--- config.mk ---
export PLATFORM = sky130hd
export DESIGN_NAME = heston_euler_path_step
export DESIGN_NICKNAME = d
export VERILOG_FILES = /design/src/rtl/hes_pkg.sv /design/src/rtl/hes_mul.sv /design/src/rtl/hes_root.sv /design/src/rtl/heston_euler_path_step.sv
export SDC_FILE = /design/constraint.sdc
export NUM_CORES = 2
export LEC_CHECK = 0
export BUFFER_PORTS_ARGS = -buffer_cell sky130_fd_sc_hd__buf_2
export CORE_MARGIN = 2
export CORE_UTILIZATION = 45
export CTS_BUF_LIST = sky130_fd_sc_hd__clkbuf_2 sky130_fd_sc_hd__clkbuf_4 sky130_fd_sc_hd__clkbuf_8
export CTS_CLUSTER_SIZE = 25
export DETAILED_ROUTE_END_ITERATION = 10
export PLACE_DENSITY = 0.71
export SLEW_MARGIN = 20
export SYNTH_ARGS = -nofsm -noshare
export SYNTH_HDL_FRONTEND = slang
export SYNTH_HIERARCHICAL = 1
export SYNTH_SLANG_ARGS = --single-unit
--- constraint.sdc ---
create_clock -name clock -period 30.9 [get_ports clock]
set_input_delay 6.18 -clock clock [delete_from_list [all_inputs] [get_ports clock]]
set_output_delay 6.18 -clock clock [all_outputs]
set_load 0.005 [all_outputs]
--- src/rtl/hes_pkg.sv ---
package hes_pkg;

   localparam int DATA_W     = 48;
   localparam int UVAL_W     = 47;
   localparam int FRAC_W     = 25;
   localparam int CSR_IDX_W  = 4;
   localparam int DEF_FRAC_BITS    = 24;
   localparam int DEF_REFLECT_MODE = 0;

   localparam logic [CSR_IDX_W-1:0] REG_SPOT_INIT  = 4'd0;
   localparam logic [CSR_IDX_W-1:0] REG_VAR_INIT   = 4'd1;
   localparam logic [CSR_IDX_W-1:0] REG_STRIKE     = 4'd2;
   localparam logic [CSR_IDX_W-1:0] REG_DISCOUNT   = 4'd3;
   localparam logic [CSR_IDX_W-1:0] REG_DRIFT      = 4'd4;
   localparam logic [CSR_IDX_W-1:0] REG_REVERSION  = 4'd5;
   localparam logic [CSR_IDX_W-1:0] REG_LONG_VAR   = 4'd6;
   localparam logic [CSR_IDX_W-1:0] REG_VOL_OF_VAR = 4'd7;

   localparam logic [UVAL_W-1:0] RST_SPOT_INIT = 47'd1677721600;
   localparam logic [UVAL_W-1:0] RST_VAR_INIT  = 47'd671088;
   localparam logic [UVAL_W-1:0] RST_STRIKE    = 47'd1677721600;
   localparam logic [FRAC_W-1:0] RST_DISCOUNT  = 25'd16777216;
   localparam logic [UVAL_W-1:0] RST_LONG_VAR  = 47'd671088;

   typedef enum logic [2:0] {
      ST_IDLE, ST_PREP, ST_ROOT, ST_ISSUE, ST_MULW, ST_EMIT
   } state_type;

   typedef enum logic [2:0] {
      OP_SQDW1, OP_REV, OP_VOLSQ, OP_SHOCK, OP_SPOT, OP_CALL, OP_PUT
   } op_type;

   typedef struct packed {
      logic                     start;
      logic signed [DATA_W-1:0] a;
      logic signed [DATA_W-1:0] b;
   } mul_req_type;

   function automatic logic signed [DATA_W-1:0] sat48(input logic signed [DATA_W+1:0] v);
      logic signed [DATA_W+1:0] hi;
      logic signed [DATA_W+1:0] lo;
      hi = {3'b000, {(DATA_W-1){1'b1}}};
      lo = {3'b111, {(DATA_W-1){1'b0}}};
      if (v > hi) begin
         return hi[DATA_W-1:0];
      end else if (v < lo) begin
         return lo[DATA_W-1:0];
      end
      return v[DATA_W-1:0];
   endfunction

endpackage

--- src/rtl/hes_mul.sv ---
module hes_mul
   import hes_pkg::*;
#(
   parameter int FRAC_BITS = DEF_FRAC_BITS
) (
   input  logic                     clock,
   input  logic                     reset,
   input  mul_req_type              req,
   output logic                     done,
   output logic signed [DATA_W-1:0] result
);

   localparam int HALF_W = DATA_W / 2;
   localparam int ACC_W  = 2 * DATA_W;

   logic [DATA_W-1:0]        ua_ff, ua_in, ub_ff, ub_in;
   logic                     neg_ff, neg_in;
   logic [ACC_W-1:0]         acc_ff, acc_in;
   logic [1:0]               cnt_ff, cnt_in;
   logic                     busy_ff, busy_in, fin_ff, fin_in, done_ff, done_in;
   logic signed [DATA_W-1:0] res_ff, res_in;
   logic [HALF_W-1:0]        pa, pb;
   logic [DATA_W-1:0]        pp;
   logic [ACC_W-1:0]         pp_sh, shifted;

   always_ff @(posedge clock) begin
      if (reset) begin
         busy_ff <= 1'b0;
         fin_ff  <= 1'b0;
         done_ff <= 1'b0;
      end else begin
         busy_ff <= busy_in;
         fin_ff  <= fin_in;
         done_ff <= done_in;
      end
      ua_ff  <= ua_in;
      ub_ff  <= ub_in;
      neg_ff <= neg_in;
      acc_ff <= acc_in;
      cnt_ff <= cnt_in;
      res_ff <= res_in;
   end

   always_comb begin
      pa = cnt_ff[0] ? ua_ff[DATA_W-1:HALF_W] : ua_ff[HALF_W-1:0];
      pb = cnt_ff[1] ? ub_ff[DATA_W-1:HALF_W] : ub_ff[HALF_W-1:0];
      pp = DATA_W'(pa) * DATA_W'(pb);
      unique case (cnt_ff)
         2'd0:    pp_sh = ACC_W'(pp);
         2'd1,
         2'd2:    pp_sh = ACC_W'(pp) << HALF_W;
         default: pp_sh = ACC_W'(pp) << DATA_W;
      endcase
      shifted = acc_ff >> FRAC_BITS;

      ua_in   = ua_ff;
      ub_in   = ub_ff;
      neg_in  = neg_ff;
      acc_in  = acc_ff;
      cnt_in  = cnt_ff;
      busy_in = busy_ff;
      fin_in  = 1'b0;
      done_in = 1'b0;
      res_in  = res_ff;

      if (req.start) begin
         ua_in   = req.a[DATA_W-1] ? DATA_W'(-req.a) : req.a;
         ub_in   = req.b[DATA_W-1] ? DATA_W'(-req.b) : req.b;
         neg_in  = req.a[DATA_W-1] ^ req.b[DATA_W-1];
         acc_in  = '0;
         cnt_in  = '0;
         busy_in = 1'b1;
      end else if (busy_ff) begin
         acc_in = acc_ff + pp_sh;
         cnt_in = cnt_ff + 2'd1;
         if (cnt_ff == 2'd3) begin
            busy_in = 1'b0;
            fin_in  = 1'b1;
         end
      end

      if (fin_ff) begin
         done_in = 1'b1;
         if (neg_ff) begin
            if (shifted[ACC_W-1:DATA_W] != '0 ||
                shifted[DATA_W-1:0] > {1'b1, {(DATA_W-1){1'b0}}}) begin
               res_in = {1'b1, {(DATA_W-1){1'b0}}};
            end else begin
               res_in = -$signed(shifted[DATA_W-1:0]);
            end
         end else begin
            if (shifted[ACC_W-1:DATA_W-1] != '0) begin
               res_in = {1'b0, {(DATA_W-1){1'b1}}};
            end else begin
               res_in = $signed(shifted[DATA_W-1:0]);
            end
         end
      end
   end

   assign done   = done_ff;
   assign result = res_ff;

endmodule

--- src/rtl/hes_root.sv ---
module hes_root
   import hes_pkg::*;
#(
   parameter int FRAC_BITS = DEF_FRAC_BITS
) (
   input  logic                     clock,
   input  logic                     reset,
   input  logic                     start,
   input  logic [UVAL_W-1:0]        value,
   output logic                     done,
   output logic signed [DATA_W-1:0] root
);

   localparam int STEPS = (UVAL_W + FRAC_BITS + 1) / 2;
   localparam int RAD_W = 2 * STEPS;
   localparam int REM_W = STEPS + 2;
   localparam int CNT_W = $clog2(STEPS + 1);

   logic [RAD_W-1:0] rad_ff, rad_in;
   logic [REM_W-1:0] rem_ff, rem_in;
   logic [STEPS-1:0] root_ff, root_in;
   logic [CNT_W-1:0] cnt_ff, cnt_in;
   logic             busy_ff, busy_in, done_ff, done_in;
   logic [REM_W+1:0] remx, trial;

   always_ff @(posedge clock) begin
      if (reset) begin
         busy_ff <= 1'b0;
         done_ff <= 1'b0;
      end else begin
         busy_ff <= busy_in;
         done_ff <= done_in;
      end
      rad_ff  <= rad_in;
      rem_ff  <= rem_in;
      root_ff <= root_in;
      cnt_ff  <= cnt_in;
   end

   always_comb begin
      remx    = {rem_ff, rad_ff[RAD_W-1:RAD_W-2]};
      trial   = (REM_W+2)'({root_ff, 2'b01});
      rad_in  = rad_ff;
      rem_in  = rem_ff;
      root_in = root_ff;
      cnt_in  = cnt_ff;
      busy_in = busy_ff;
      done_in = 1'b0;
      if (start) begin
         rad_in  = RAD_W'({value, {FRAC_BITS{1'b0}}});
         rem_in  = '0;
         root_in = '0;
         cnt_in  = '0;
         busy_in = 1'b1;
      end else if (busy_ff) begin
         rad_in = rad_ff << 2;
         if (remx >= trial) begin
            rem_in  = REM_W'(remx - trial);
            root_in = {root_ff[STEPS-2:0], 1'b1};
         end else begin
            rem_in  = REM_W'(remx);
            root_in = {root_ff[STEPS-2:0], 1'b0};
         end
         cnt_in = cnt_ff + 1'b1;
         if (cnt_ff == CNT_W'(STEPS - 1)) begin
            busy_in = 1'b0;
            done_in = 1'b1;
         end
      end
   end

   assign done = done_ff;
   assign root = $signed(DATA_W'(root_ff));

endmodule

--- src/rtl/heston_euler_path_step.sv ---
// channel  direction  handshake             payload
// req_     in         req_valid/req_stall   spot_noise, var_noise, last_step
// rsp_     out        rsp_valid/rsp_stall   call_payoff, put_payoff, terminal_spot
// csr_     in         csr_valid/csr_ready   csr_index, csr_data
// One step runs accept, root start and square root, then 5 multiplies (7 and an emit
// on a last step). Root and 24x24 partial-product multiplier are shared, sequential.
// req_stall is high from acceptance until the step is done.
// A result waits in the output register; a last step ends only once it is free.
// Reset (synchronous) restores register defaults and starts a fresh path.
module heston_euler_path_step
   import hes_pkg::*;
#(
   parameter int REFLECT_MODE = DEF_REFLECT_MODE,
   parameter int FRAC_BITS    = DEF_FRAC_BITS
) (
   input  logic                     clock,
   input  logic                     reset,
   input  logic                     req_valid,
   output logic                     req_stall,
   input  logic signed [DATA_W-1:0] req_spot_noise,
   input  logic signed [DATA_W-1:0] req_var_noise,
   input  logic                     req_last_step,
   output logic                     rsp_valid,
   input  logic                     rsp_stall,
   output logic [UVAL_W-1:0]        rsp_call_payoff,
   output logic [UVAL_W-1:0]        rsp_put_payoff,
   output logic signed [DATA_W-1:0] rsp_terminal_spot,
   input  logic                     csr_valid,
   output logic                     csr_ready,
   input  logic [CSR_IDX_W-1:0]     csr_index,
   input  logic [DATA_W-1:0]        csr_data
);

   localparam logic signed [DATA_W+1:0] ONE_Q = (DATA_W+2)'(1) << FRAC_BITS;

   logic [UVAL_W-1:0]        spot_init_ff, var_init_ff, strike_ff, long_var_ff, vol_ff;
   logic [FRAC_W-1:0]        disc_ff, revsp_ff;
   logic signed [DATA_W-1:0] drift_ff;

   state_type                state_ff, state_in;
   op_type                   op_ff, op_in;
   logic                     fresh_ff, fresh_in, last_ff, last_in;
   logic signed [DATA_W-1:0] spot_ff, spot_in, var_ff, var_in;
   logic signed [DATA_W-1:0] dw1_ff, dw1_in, dw2_ff, dw2_in;
   logic signed [DATA_W-1:0] t1_ff, t1_in, t2_ff, t2_in, t3_ff, t3_in;
   logic                     rsp_valid_ff, rsp_valid_in;
   logic [UVAL_W-1:0]        call_ff, call_in, put_ff, put_in;
   logic signed [DATA_W-1:0] term_ff, term_in;

   mul_req_type              mreq;
   logic                     mul_done, root_start, root_done;
   logic signed [DATA_W-1:0] mul_res, sq;
   logic [UVAL_W-1:0]        tv;
   logic signed [DATA_W-1:0] factor, rdiff, cdiff, pdiff;

   hes_mul #(.FRAC_BITS(FRAC_BITS)) u_mul (
      .clock  (clock),
      .reset  (reset),
      .req    (mreq),
      .done   (mul_done),
      .result (mul_res)
   );

   hes_root #(.FRAC_BITS(FRAC_BITS)) u_root (
      .clock (clock),
      .reset (reset),
      .start (root_start),
      .value (tv),
      .done  (root_done),
      .root  (sq)
   );

   assign csr_ready = 1'b1;

   always_ff @(posedge clock) begin
      if (reset) begin
         spot_init_ff <= RST_SPOT_INIT;
         var_init_ff  <= RST_VAR_INIT;
         strike_ff    <= RST_STRIKE;
         disc_ff      <= RST_DISCOUNT;
         drift_ff     <= '0;
         revsp_ff     <= '0;
         long_var_ff  <= RST_LONG_VAR;
         vol_ff       <= '0;
      end else if (csr_valid) begin
         unique case (csr_index)
            REG_SPOT_INIT:  spot_init_ff <= csr_data[UVAL_W-1:0];
            REG_VAR_INIT:   var_init_ff  <= csr_data[UVAL_W-1:0];
            REG_STRIKE:     strike_ff    <= csr_data[UVAL_W-1:0];
            REG_DISCOUNT:   disc_ff      <= csr_data[FRAC_W-1:0];
            REG_DRIFT:      drift_ff     <= $signed(csr_data);
            REG_REVERSION:  revsp_ff     <= csr_data[FRAC_W-1:0];
            REG_LONG_VAR:   long_var_ff  <= csr_data[UVAL_W-1:0];
            REG_VOL_OF_VAR: vol_ff       <= csr_data[UVAL_W-1:0];
            default: ;
         endcase
      end
   end

   always_ff @(posedge clock) begin
      if (reset) begin
         state_ff     <= ST_IDLE;
         fresh_ff     <= 1'b1;
         rsp_valid_ff <= 1'b0;
         spot_ff      <= '0;
         var_ff       <= '0;
      end else begin
         state_ff     <= state_in;
         fresh_ff     <= fresh_in;
         rsp_valid_ff <= rsp_valid_in;
         spot_ff      <= spot_in;
         var_ff       <= var_in;
      end
      op_ff   <= op_in;
      last_ff <= last_in;
      dw1_ff  <= dw1_in;
      dw2_ff  <= dw2_in;
      t1_ff   <= t1_in;
      t2_ff   <= t2_in;
      t3_ff   <= t3_in;
      call_ff <= call_in;
      put_ff  <= put_in;
      term_ff <= term_in;
   end

   always_comb begin
      if (var_ff[DATA_W-1]) begin
         if (REFLECT_MODE != 0) begin
            tv = (var_ff == {1'b1, {(DATA_W-1){1'b0}}}) ? {UVAL_W{1'b1}}
                                                         : UVAL_W'(-var_ff);
         end else begin
            tv = '0;
         end
      end else begin
         tv = var_ff[UVAL_W-1:0];
      end
      factor = sat48(ONE_Q + (DATA_W+2)'(drift_ff) + (DATA_W+2)'(t1_ff));
      rdiff  = sat48($signed({3'b000, long_var_ff}) - (DATA_W+2)'(var_ff));
      cdiff  = sat48((DATA_W+2)'(spot_ff) - $signed({3'b000, strike_ff}));
      pdiff  = sat48($signed({3'b000, strike_ff}) - (DATA_W+2)'(spot_ff));

      mreq.start = (state_ff == ST_ISSUE);
      unique case (op_ff)
         OP_SQDW1: begin mreq.a = sq; mreq.b = dw1_ff; end
         OP_REV: begin mreq.a = $signed(DATA_W'(revsp_ff)); mreq.b = rdiff; end
         OP_VOLSQ: begin mreq.a = $signed(DATA_W'(vol_ff)); mreq.b = sq; end
         OP_SHOCK: begin mreq.a = t3_ff; mreq.b = dw2_ff; end
         OP_SPOT: begin mreq.a = spot_ff; mreq.b = factor; end
         OP_CALL: begin
            mreq.a = $signed(DATA_W'(disc_ff));
            mreq.b = (cdiff > 0) ? cdiff : '0;
         end
         default: begin
            mreq.a = $signed(DATA_W'(disc_ff));
            mreq.b = (pdiff > 0) ? pdiff : '0;
         end
      endcase

      root_start   = (state_ff == ST_PREP);
      req_stall    = (state_ff != ST_IDLE);
      state_in     = state_ff;
      op_in        = op_ff;
      fresh_in     = fresh_ff;
      last_in      = last_ff;
      spot_in      = spot_ff;
      var_in       = var_ff;
      dw1_in       = dw1_ff;
      dw2_in       = dw2_ff;
      t1_in        = t1_ff;
      t2_in        = t2_ff;
      t3_in        = t3_ff;
      call_in      = call_ff;
      put_in       = put_ff;
      term_in      = term_ff;
      rsp_valid_in = rsp_valid_ff && rsp_stall;

      unique case (state_ff)
         ST_IDLE: begin
            if (req_valid) begin
               dw1_in  = req_spot_noise;
               dw2_in  = req_var_noise;
               last_in = req_last_step;
               if (fresh_ff) begin
                  spot_in  = $signed(DATA_W'(spot_init_ff));
                  var_in   = $signed(DATA_W'(var_init_ff));
                  fresh_in = 1'b0;
               end
               state_in = ST_PREP;
            end
         end
         ST_PREP: state_in = ST_ROOT;
         ST_ROOT: begin
            if (root_done) begin
               op_in    = OP_SQDW1;
               state_in = ST_ISSUE;
            end
         end
         ST_ISSUE: state_in = ST_MULW;
         ST_MULW: begin
            if (mul_done) begin
               state_in = ST_ISSUE;
               unique case (op_ff)
                  OP_SQDW1: begin t1_in = mul_res; op_in = OP_REV; end
                  OP_REV: begin t2_in = mul_res; op_in = OP_VOLSQ; end
                  OP_VOLSQ: begin t3_in = mul_res; op_in = OP_SHOCK; end
                  OP_SHOCK: begin t3_in = mul_res; op_in = OP_SPOT; end
                  OP_SPOT: begin
                     spot_in = mul_res;
                     var_in  = sat48((DATA_W+2)'(var_ff) + (DATA_W+2)'(t2_ff)
                                     + (DATA_W+2)'(t3_ff));
                     op_in   = OP_CALL;
                     if (!last_ff) begin
                        state_in = ST_IDLE;
                     end
                  end
                  OP_CALL: begin t1_in = mul_res; op_in = OP_PUT; end
                  default: begin t2_in = mul_res; state_in = ST_EMIT; end
               endcase
            end
         end
         default: begin
            if (!rsp_valid_ff || !rsp_stall) begin
               call_in      = t1_ff[UVAL_W-1:0];
               put_in       = t2_ff[UVAL_W-1:0];
               term_in      = spot_ff;
               rsp_valid_in = 1'b1;
               fresh_in     = 1'b1;
               state_in     = ST_IDLE;
            end
         end
      endcase
   end

   assign rsp_valid         = rsp_valid_ff;
   assign rsp_call_payoff   = call_ff;
   assign rsp_put_payoff    = put_ff;
   assign rsp_terminal_spot = term_ff;

endmodule

==> Word level (Yosys, flattened, before mapping) <==
Cells that the tools add are included.
Widths: inputs -> output; s select.
{ "op_classes": {"addsub": 14, "mul": 1, "order_cmp": 14, "n_eq_ne": 26, "mux": 79, "bitwise_logic": 6, "n_reduce_logical": 43} }
{ "ops": {"columns": ["operator", "count"], "rows": [
  ["$mux 48", 28],
  ["$pmux 96 s6", 1],
  ["$pmux 48 s2", 2],
  ["$pmux 96 s2", 1],
  ["$gt 49x48->1 const B", 3],
  ["$lt 49x48->1 const B", 3],
  ["$sub 48x48->49", 3],
  ["$neg 48->48", 3],
  ["$mux 71", 2],
  ["$mux 47", 3],
  ["$add 49x48->50", 2],
  ["$gt 50x48->1 const B", 2],
  ["$lt 50x48->1 const B", 2],
  ["$add 96x96->96", 1],
  ["$gt 48x1->1 const B", 2],
  ["$add 26x48->49 const A", 1],
  ["$add 48x48->49", 1],
  ["$reduce_bool 49->1", 1],
  ["$gt 48x48->1 const B", 1],
  ["$mul 24x24->48", 1],
  ["$mux 24", 2],
  ["$reduce_bool 48->1", 1],
  ["$ge 40x38->1", 1],
  ["$mux 38", 1],
  ["other kinds (41)", 115]
]} }
{ "totals": {"regBits": 1196, "in_bits": 154, "word_cells": 224} }

==> Depth between registers and ports, before layout <==
{ "depth": {"depth_word": 12, "mapped_depth": 45, "ltp_nobuf": 40} }

==> Hierarchy <==
The synthesis kept the hierarchy.
{ "modules_own_cells": {"columns": ["module", "n_inst", "cells_each", "area_per_inst_um2"], "rows": [
  ["heston_euler_path_step", 1, 5691, 48977.0],
  ["hes_mul", 1, 4341, 37028.0],
  ["hes_root", 1, 808, 7541.0]
]} }

==> Worst setup path before layout <==
OpenSTA, ideal clock, no wires.
{ "synth_timing": {"path_kind": "input-to-reg", "startpoint": "input port rsp_stall", "endpoint": "register call_ff[0], in the netlist rsp_call_payoff[0] (enable)", "setup_time_ns": 0.691, "arrival_time_ns": 12.892, "t_required_ns": 30.209, "path_slack_ns": 17.316, "cell_stages": 1, "path_cell_list": "a21oi_1"} }
{ "synth_via": {"elab_chain_cells": 3} }
{ "synth_lines": {"columns": ["item", "line_no", "rtl"], "rows": [
  ["start, declared", "heston_euler_path_step.sv:24", "input logic rsp_stall,"],
  ["$logic_not 1->1", "heston_euler_path_step.sv:222", "if (!rsp_valid_ff || !rsp_stall) begin"],
  ["$logic_or 1x1->1", "heston_euler_path_step.sv:222", null],
  ["$reduce_and 2->1 (no source line)", null, null],
  ["end signal, assigned", "heston_euler_path_step.sv:121", "call_ff <= call_in;"],
  ["end, declared", "heston_euler_path_step.sv:47", "logic [UVAL_W-1:0] call_ff, call_in, put_ff, put_in;"]
]} }
No other way between the ends.
A chain may end at the register's enable or synchronous reset.

==> Worst setup path after layout <==
{ "layout_timing": {"startpoint": "register u_mul.cnt_ff[0]", "endpoint": "register u_mul.acc_ff[88]"} }
{ "layout_via": {"elab_chain_cells": 4} }
{ "layout_lines": {"columns": ["item", "line_no", "rtl"], "rows": [
  ["start, declared", "hes_mul.sv:19", "logic [1:0] cnt_ff, cnt_in;"],
  ["start signal, assigned", "hes_mul.sv:40", "cnt_ff <= cnt_in;"],
  ["$mux 24, or another cell as far along", "hes_mul.sv:45", "pa = cnt_ff[0] ? ua_ff[DATA_W-1:HALF_W] : ua_ff[HALF_W-1:0];"],
  ["$mul 24x24->48 or $reduce_or 2->1 (tied branches)", "hes_mul.sv:47, hes_mul.sv:48", null],
  ["$pmux 96 s2 *", "hes_mul.sv:48", "unique case (cnt_ff)"],
  ["$add 96x96->96 *", "hes_mul.sv:74", "acc_in = acc_ff + pp_sh;"],
  ["end signal, assigned", "hes_mul.sv:39", "acc_ff <= acc_in;"],
  ["end, declared", "hes_mul.sv:18", "logic [ACC_W-1:0] acc_ff, acc_in;"]
]} }
Mark *: on every way between the ends. The rest lies on a longest branch, timed or not.

==> run_results.csv <==
group,metric,value,unit
run_status,outcome,"completed",
synth,synth_top_area_frac,0.186,
synth,synth_area_leader_cell,"edfxtp_1",
synth,synth_area_per_cell,8.63,um^2
die,rows,167,
final_layout,drive_above_1_share,0.0985,
clock_tree,postCtsSetupBuffers,0,
critical_path,crit_path_max_fanout,34,
sta,fin_crit_sh,0.426,
drt,drc,0,
critical_path,worstSetupEndpointType,"flop",
sta,final_max_slew_viol_count,0,
clock_tree,cts.sinks,1196,
clock_tree,clk_root_buffer_cell,"clkbuf_8",
hold_path,hp-class,"flop to flop",
run,drv_cap,0,
placement,place_hpwl,335,mm
sta,maxSlewHeadroom,0.132,
clock_tree,cts_buffer_depth,3,
grt,antenna_found_initial,38,
synth,synth-edff-count,578,
synth,ys_seq_area_frac,0.318,
grt,grt_pass1_vias,82133,
critical_path,critical_path_class,"flop to flop",
synth,syn-instance-count,10840,
clock_tree,cts_buffers,210,
clock_tree,cts-htree-levels,4,
critical_path,slowest_stage,"mux2i_2",
synth,mappedNetlistArea,93500,um^2
synth,ys_top_cells_by_area,"edfxtp_1 (19%), dfxtp_1 (13%), fa_1 (11%)",
final_layout,largest_reg_flops,96,
clock_tree,cts_tree,"built",
sta,worst_pin_slew,1.30,ns
synth,synth_seq_cells,1196,
final_layout,nets,12185,
drt,detail_route.wl_per_cell,30.7,um
synth,yosysWarnings,6,
sta,clock_skew,0.122,ns
sta,hold_viol,0,
die,die_x,460,um
drt,drt_iter0_drc,12145,
clock_tree,path_clk_slew,0.07,ns
clock_tree,ctsResizeCount,0,
clock_tree,clk_latency,1.03,ns
critical_path,cpPeakStageDelay,1.05,ns
synth,synthArstFlopShare,0,
drt,dr.pass1.iters,7,
sta,fin_crit,13.17,ns
drt,drt_wl_total,423,mm
critical_path,cp_top_family,"compound AO/OA/AOI/OAI gates",
synth,synth_cell_type_count,126,
drt,dr_total_vias,86952,
final_layout,regMostFlops,"u_mul/acc_ff",
grt,grt_max_degree,160,
placement,port_buffers,297,
critical_path,critPathLaunchType,"flop",
grt,overflow,0,
sta,rsz0062_at_grt,"false",
critical_path,crit_required,31.80,ns
drt,vias_per_cell,6.30,
die,initial_core_util,0.452,
critical_path,cp_num_buf_inv,6,
sta,max_freq,75.9,MHz
final_layout,area_growth,8.93,%
drt,ant_nets,0,
placement,gp_congestion,1.08,
die,die_h,460,um
grt,grtUsageTotal,0.391,
sta,setup-tns-final,0,ns
critical_path,crit_arrival,14.07,ns
die,die-area,212000,um^2
die,coreArea,207000,um^2
clock_tree,hold_buffers,0,
critical_path,cpMostUsedCell,"fa_1",
sta,setup_viol,0,
grt,grt_pass1_wl,595,mm
synth,ys.flop_type,"dfxtp_1",
die,design.portCount,299,
-- cells in the final DEF, fill, tap and decap left out, types with 43 or more instances in the layout --
cell / instances
o21a_1: 78
or3_1: 60
xor2_1: 134
nand3b_1: 48
buf_2: 296
edfxtp_1: 578
a311oi_1: 69
a21oi_1: 971
nand2_1: 1672
nor2_1: 928
nand4_1: 129
a22oi_1: 73
o21ai_1: 54
inv_1: 891
mux2i_1: 178
nor2b_1: 43
nand2b_1: 46
nor3_1: 99
o21bai_1: 68
fa_1: 536
clkbuf_8: 230
clkbuf_4: 79
and2_1: 78
nor4_1: 45
o21ai_0: 606
a21o_1: 198
ha_1: 598
o211ai_1: 51
mux2_2: 97
a31oi_1: 52
a211oi_1: 71
nand3_1: 159
dfxtp_1: 612
o31ai_1: 60
buf_4: 155
xnor2_1: 304
-- routing by layer --
metal  vias to the layer above  global-route usage  wire length (um)
met4                        22               0.186             23300
met3                       834               0.119             54900
met2                      5447               0.551            172000
met5                         -                   0               153
li1                      37693                   -                 -
met1                     42956               0.543            173000
-- synth_stat cells, types with 52 or more instances --
master / instances
a311oi_1: 69
or3_1: 60
buf_2: 54
a31oi_1: 52
nand4_1: 129
a21o_1: 198
mux2_2: 97
mux2i_1: 193
o21bai_1: 68
nand3_1: 160
nor3_1: 102
o21a_1: 78
o21ai_0: 607
a211oi_1: 71
xor2_1: 134
and2_1: 81
edfxtp_1: 578
a21oi_1: 973
ha_1: 598
clkbuf_1: 455
o21ai_1: 55
nand2_1: 1675
fa_1: 536
o31ai_1: 60
inv_1: 893
dfxtp_1: 618
xnor2_1: 305
a22oi_1: 73
nor2_1: 939
-- cell type report --
class / instances / area [um^2]
well taps: 2704 / 3380
flip-flops and latches: 1196 / 29700
fillers: 19846 / 105000
clock buffers: 309 / 3760
inverters: 894 / 3360
diodes: 12 / 30.0
repair buffers: 454 / 2700
multi-input cells: 8141 / 58100
clock inverters: 90 / 820
-- logic make-up after synthesis --
logic type | after synthesis | share of synthesized area
multiplexers | 290 | 0.0323
AND/OR/NAND/NOR | 3517 | 0.166
adder cells (fa/ha/maj) | 1135 | 0.195
buffers and inverters | 1514 | 0.0645
XOR/XNOR | 439 | 0.0411
flip-flops | 1196 | 0.318
other | 2 | 0.0000803
AO/OA/AOI/OAI | 2747 | 0.184
-- metrics by stage --
step / setup WS, ns / hold slack (ns) / std cells / util / area [um^2]
3_5_place_dp: 18.12 / 0.444 / 13388 / 0.470 / 97300
6_report: 17.73 / 0.451 / 13800 / 0.493 / 102000
2_1_floorplan: 17.32 / 0.406 / 10851 / - / 93600
5_1_grt: 17.20 / 0.462 / 13792 / 0.493 / 102000
4_1_cts: 18.10 / 0.453 / 13787 / 0.492 / 102000
3_3_place_gp: 18.17 / 0.440 / 13388 / 0.470 / 97200
-- worst min-delay path, delay by kind of cell, from the launching register on --
| family | cells | cell delay (ns) |
|---|---|---|
| AO/OA/AOI/OAI | 1 | 0.05 |
| flip-flops | 1 | 0.31 |
| AND/OR/NAND/NOR | 1 | 0.05 |
-- path summary, 6_finish.rpt --
check | from | to | slack (ns) | depth (start not counted)
worst min-delay path | var_init_ff[27]$_SDFFE_PP0P_ | var_init_ff[27]$_SDFFE_PP0P_ | 0.45 | 2
worst min register to register | var_init_ff[27]$_SDFFE_PP0P_ | var_init_ff[27]$_SDFFE_PP0P_ | 0.45 | 2
worst max register to register | u_mul/cnt_ff[0]$_SDFFE_PP0P_ | u_mul/acc_ff[88]$_SDFFE_PP0P_ | 17.73 | 37
worst max-delay path | u_mul/cnt_ff[0]$_SDFFE_PP0P_ | u_mul/acc_ff[88]$_SDFFE_PP0P_ | 17.73 | 37
Power is left out: the tool's default activity adds up to more than one toggle a clock period on the data nets, which glitch-free logic cannot reach.
